**src/hdl/qlb_pkg.sv**
```systemverilog
// qlb_pkg: shared types, constants and helpers for the quad lut bilinear correction unit
// used by qlb_weight_div, qlb_lane and quad_lut_bilinear_correction_unit
package qlb_pkg;

  // table and coordinate geometry
  localparam int LUT_ENTRIES = 256;
  localparam int LUT_AW      = $clog2(LUT_ENTRIES);
  localparam int COORD_BITS  = 12;
  localparam int NUM_CORNERS = 4;
  localparam int NUM_LANES   = 3;

  // weights are q0.16, one extra bit holds exactly 1.0
  localparam int WEIGHT_FRAC = 16;
  localparam int WEIGHT_W    = WEIGHT_FRAC + 1;
  localparam logic [WEIGHT_W-1:0] WEIGHT_ONE = WEIGHT_W'(1) << WEIGHT_FRAC;

  // divider pipeline: quotient bits resolved per stage
  localparam int DIV_STEPS_PER_STAGE = 2;
  localparam int DIV_STAGES          = WEIGHT_FRAC / DIV_STEPS_PER_STAGE;

  // lane datapath
  localparam int LANE_LAT = 4;
  localparam int HPROD_W  = 8 + WEIGHT_W;
  localparam int VPROD_W  = 16 + WEIGHT_W;
  localparam int HSHIFT   = WEIGHT_FRAC - 8;

  typedef enum logic {
    MODE_LOAD  = 1'b0,
    MODE_PIXEL = 1'b1
  } qlb_mode_t;

  typedef enum logic {
    CFG_QUAD_WIDTH  = 1'b0,
    CFG_QUAD_HEIGHT = 1'b1
  } qlb_cfg_idx_t;

  typedef struct packed {
    qlb_mode_t             mode;
    logic [1:0]            corner;
    logic [7:0]            lut_index;
    logic [15:0]           red;
    logic [15:0]           green;
    logic [15:0]           blue;
    logic [COORD_BITS-1:0] pos_x;
    logic [COORD_BITS-1:0] pos_y;
  } qlb_in_t;

  typedef struct packed {
    logic [15:0] out_red;
    logic [15:0] out_green;
    logic [15:0] out_blue;
  } qlb_out_t;

  // per-lane table access for one issued transaction
  typedef struct packed {
    logic              wr_en;
    logic [1:0]        corner;
    logic [LUT_AW-1:0] wr_addr;
    logic [7:0]        wr_byte;
    logic [LUT_AW-1:0] rd_addr;
  } qlb_lane_req_t;

  // lookup address from a channel's upper byte, saturated to the last entry
  function automatic logic [LUT_AW-1:0] lut_rd_addr(input logic [7:0] hi);
    if (32'(hi) >= 32'(LUT_ENTRIES)) begin
      return LUT_AW'(LUT_ENTRIES - 1);
    end
    return LUT_AW'(hi);
  endfunction

  // load addresses past the table are dropped
  function automatic logic lut_wr_ok(input logic [7:0] addr);
    return 32'(addr) < 32'(LUT_ENTRIES);
  endfunction

endpackage

```
**src/hdl/qlb_weight_div.sv**
```systemverilog
// qlb_weight_div: pipelined restoring divider producing a saturated q0.16 weight
// computes min(pos * 2^16 / divisor, 1.0); depends on qlb_pkg
module qlb_weight_div (
  input  logic                              clk,
  input  logic [qlb_pkg::COORD_BITS-1:0]    pos,
  input  logic [qlb_pkg::COORD_BITS-1:0]    divisor,
  output logic [qlb_pkg::WEIGHT_W-1:0]      weight
);
  import qlb_pkg::*;

  logic [COORD_BITS-1:0]  rem_r [DIV_STAGES];
  logic [WEIGHT_FRAC-1:0] quo_r [DIV_STAGES];
  logic                   sat_r [DIV_STAGES];

  // one restoring step: returns quotient bit and new remainder
  function automatic logic [COORD_BITS:0] div_step(input logic [COORD_BITS-1:0] rem,
                                                   input logic [COORD_BITS-1:0] dv);
    logic [COORD_BITS:0] dbl;
    logic [COORD_BITS:0] dif;
    dbl = {rem, 1'b0};
    dif = dbl - {1'b0, dv};
    if (dbl >= {1'b0, dv}) begin
      return {1'b1, dif[COORD_BITS-1:0]};
    end
    return {1'b0, dbl[COORD_BITS-1:0]};
  endfunction

  for (genvar s = 0; s < DIV_STAGES; s++) begin : g_stage
    logic [COORD_BITS-1:0]  rem_in;
    logic [WEIGHT_FRAC-1:0] quo_in;
    logic                   sat_in;
    logic [COORD_BITS-1:0]  rem_nxt;
    logic [WEIGHT_FRAC-1:0] quo_nxt;

    // stage input: raw position or previous stage
    if (s == 0) begin : g_first
      always_comb begin
        sat_in = (pos >= divisor);
        rem_in = sat_in ? '0 : pos;
        quo_in = '0;
      end
    end else begin : g_next
      always_comb begin
        sat_in = sat_r[s-1];
        rem_in = rem_r[s-1];
        quo_in = quo_r[s-1];
      end
    end

    // resolve a few quotient bits
    always_comb begin
      logic [COORD_BITS:0] st;
      rem_nxt = rem_in;
      quo_nxt = quo_in;
      for (int k = 0; k < DIV_STEPS_PER_STAGE; k++) begin
        st      = div_step(rem_nxt, divisor);
        rem_nxt = st[COORD_BITS-1:0];
        quo_nxt = {quo_nxt[WEIGHT_FRAC-2:0], st[COORD_BITS]};
      end
    end

    always_ff @(posedge clk) begin
      rem_r[s] <= rem_nxt;
      quo_r[s] <= quo_nxt;
      sat_r[s] <= sat_in;
    end
  end

  // position at or past the divisor saturates to 1.0
  assign weight = sat_r[DIV_STAGES-1] ? WEIGHT_ONE : {1'b0, quo_r[DIV_STAGES-1]};

endmodule

```
**config.mk**
```make
export PLATFORM = sky130hd
export DESIGN_NAME = qlb_weight_div
export DESIGN_NICKNAME = d
export VERILOG_FILES = /design/src/hdl/qlb_pkg.sv /design/src/hdl/qlb_weight_div.sv
export SDC_FILE = /design/constraint.sdc
export NUM_CORES = 1
export LEC_CHECK = 0
export BUFFER_PORTS_ARGS = -buffer_cell sky130_fd_sc_hd__buf_2
export CORE_MARGIN = 1.5
export CORE_UTILIZATION = 36
export DETAILED_ROUTE_END_ITERATION = 10
export GPL_TIMING_DRIVEN = 0
export PLACE_DENSITY = 0.6
export RECOVER_POWER = 50
export SLEW_MARGIN = 20
export SYNTH_ARGS = -nofsm -noshare
export SYNTH_HDL_FRONTEND = slang
export SYNTH_SLANG_ARGS = --single-unit
```
**constraint.sdc**
```tcl
create_clock -name clk -period 9.9 [get_ports clk]
set_clock_uncertainty 0.05 [all_clocks]
set_input_delay 1.98 -clock clk [delete_from_list [all_inputs] [get_ports clk]]
set_output_delay 1.98 -clock clk [all_outputs]
set_load 0.005 [all_outputs]
```
==> summary.md <==
| Metric | Value |
|---|---|
| Status | finished clean |
| Total wire length | about 35 mm |
| RSZ-0062 raised after global routing | no |
| Synth top area share | around 24% |
| Remaining global-route overflow | 0 |
| Share of cells above drive strength 1 | a little over an eighth |
| Max-cap viol count | 0 |
| Routed Antenna Nets | 0 |
| Mean post-synth cell area | between 8 and 9 µm² |
| Final setup vio count | 0 |
| Synth Flop Type | dfxtp_1 |
| Cells after DPL | just over 2,000 |
| H-tree Lvls | 4 |
| Net count after synthesis | roughly 1,700 |
| WS Path Type | input port to register |
| Port Buffer Count | just over 40 |
| Boundary Pins | 42 |
| Top cells by area, synth | dfxtp_1, ha_1, mux2_2 |
| Clk pin slew, worst setup/hold paths | 0.08 ns |
| Synth Instances | between 1,500 and 2,000 |
| Worst-path maximum fanout | 20 |
| Overall routing resource usage | between 10% and 20% |
| Die Y | a little under 200 µm |
| Vias in the first global route | 10,700 |
| Asr flop ratio synth | 0% |
| Area delta synth->final | 10.0% |
| Global-route wire length before repair | about 55 mm |
| Sequential share of the synthesized area | around 24% |
| Worst-Margin Slew | ~1.1 ns |
| Vias after detailed routing | about 11,000 |
| Relative slew slack | 24.7% |
| Drt wl/cell | around 17 µm |
| Worst Setup Start Kind | input port |
| Setup TNS | 0 ns |
| Final Critical Period | between 9 and 10 ns |
| Worst setup EP type | register |
| HP Class | register to register |
| Initial drt markers | just over 500 |
| Ys Warns | 0 |
| Chip width | 197 µm |
| Number of synthesized flops with an enable pin | 0 |
| Hpwl dp | ~26 mm |
| Initial Util | roughly 37% |
| Required @ worst endpoint | about 10 ns |
| Fmax | roughly 0.11 GHz |
| Clk sinks | between 150 and 200 |
| Site Rows | 70 |
| Post_cts resized | 0 |
| Initial antenna violation count | 0 |
| Synth unique cells | between 70 and 80 |
| Largest net degree at the start of global routing | 21 |
| Total CTS buffers | 17 |
| Final Max Tran Viols | 0 |
| Finished Layout Cells | 2,056 |
| Clock Tree Root | clkbuf_16 |
| Post-CTS setup buffers | 0 |
| Clk_lat worst skew | between 0.4 and 0.5 ns |
| Die ar. | 38,700 µm² |
| Placeable Area | about 37,000 µm² |
| Final nets | around 1,800 |
| CTS tree | yes |
| DR vias/cell | 5.42 |
| Antenna diode count | 0 |
| Residual DRC | 0 |
| Post-synth top area cell | dfxtp_1 |
| Final Hold Vio Count | 0 |
| Crit path arrival time | approximately 9.4 ns |
| Clk buf depth | 2 |
| TritonRoute pass-1 iters | 5 |
| GPL Wtd Cong | between 0.9 and 1 |
| Tcrit/Tclk final | between 90% and 100% |
| Fin Hold WS | around 0.28 ns |
| Post-Syn Area | 13,500 µm² |
| Cts hold-fix bufs | 0 |
| #FFs+latches synth | around 160 |
cells in the final DEF (no fill, tap or decap), types with 29 or more instances in the layout:
master and count:
a21oi_1 111, nor3_1 36, o21ai_0 80, clkbuf_1 29
o21a_1 49, inv_1 63, xor2_1 34, nor2_1 116
xnor2_1 75, nor2b_1 50, ha_1 196, a21o_1 45
dfxtp_1 164, nand2_1 80, mux2_2 83
path summary, 6_finish.rpt:
| path | from | depth (start not counted) | slack [ns] | to |
|---|---|---|---|---|
| hold reg to reg | quo_r[0][48]$_DFF_P_ | 0 | 0.28 | quo_r[1][2]$_DFF_P_ |
| hold / removal | quo_r[0][48]$_DFF_P_ | 0 | 0.28 | quo_r[1][2]$_DFF_P_ |
| setup / recovery | divisor[1] | 27 | 0.82 | rem_r[0][6]$_DFF_P_ |
| setup reg to reg | rem_r[3][0]$_SDFF_PP0_ | 18 | 4.33 | rem_r[4][6]$_DFF_P_ |
layer usage:
| metal | share of wire, % | global-route usage [%] |
|---|---|---|
| met5 | 0 | 0 |
| met1 | 47 | 22.6 |
| met2 | 48 | 31.8 |
| met3 | 2.3 | 1.93 |
| met4 | 2.2 | 5.88 |
cells by family (layout without fill, tap and decap cells):
family                   count (synthesis)  in the layout  synth area share (%)
AO/OA/AOI/OAI                          406            406                  20.1
AND/OR/NAND/NOR                        407            407                  14.9
multiplexers                           129            129                  11.3
XOR/XNOR                               109            109                  7.06
adder cells (fa/ha/maj)                204            204                  19.3
buffers and inverters                   96            169                  3.05
flip-flops                             164            164                  24.3
synth_stat cells (12+ instances only):
cell      count
o31a_1       12
clkbuf_1     12
nor2b_1      50
nor2_1      116
o21a_1       49
xor2_1       34
ha_1        196
a211oi_1     12
nand2b_1     14
xnor2_1      75
nand3_1      23
inv_1        67
nand2_1      80
dfxtp_1     164
a21oi_1     111
a21o_1       45
and2_1       20
mux2_2       83
mux2i_1      17
nor3_1       36
mux2_4       25
o21ai_0      77
nand4_1      27
layout make-up:
cell class                 instances  area, µm²
buffer                            27        151
clock buffer                      17        425
clock inverter                    15        163
fill                            3680      21900
inverter                          69        259
multi-input combinational       1255       9820
sequential                       164       3280
tap                              468        586
timing repair buffer              41        186
stage by stage:
| stage | area, µm² | utilization [%] | setup WS (ns) |
|---|---|---|---|
| final | 14900 | 40.4 | 0.816 |
| after global routing | 14900 | 40.4 | 0.133 |
| after CTS | 14900 | 40.5 | 0.797 |
| after detailed placement | 14300 | 38.9 | 0.357 |
| after global placement | 14300 | 38.9 | 0.424 |
| after floorplan | 13500 | - | 2.31 |
registers in the layout (all words and copies together) (netlist names):
name   count
rem_r     84
quo_r     72
sat_r      8
critical path, stage by stage:
cell and delay [ns]:
buf_2 0.38, inv_1 0.59, ha_1 0.49, a2111oi_0 0.34, o21ai_0 0.15, a41o_1 0.27
nand2_1 0.13, clkbuf_1 0.34, nand2_1 0.21, inv_1 0.10, ha_1 0.23, nor2b_1 0.14
o31ai_1 0.43, a21o_1 0.20, a21oi_1 0.13, nor3_2 0.40, inv_2 0.22, mux2_2 0.35
ha_1 0.34, a21o_1 0.20, a21oi_1 0.21, nand2_1 0.13, a221oi_2 0.32, o21ai_1 0.19
a22oi_2 0.25, buf_4 0.26, mux2_2 0.36
Power is left out: the tool's default activity adds up to more than one toggle a clock period on the data nets, which glitch-free logic cannot reach.
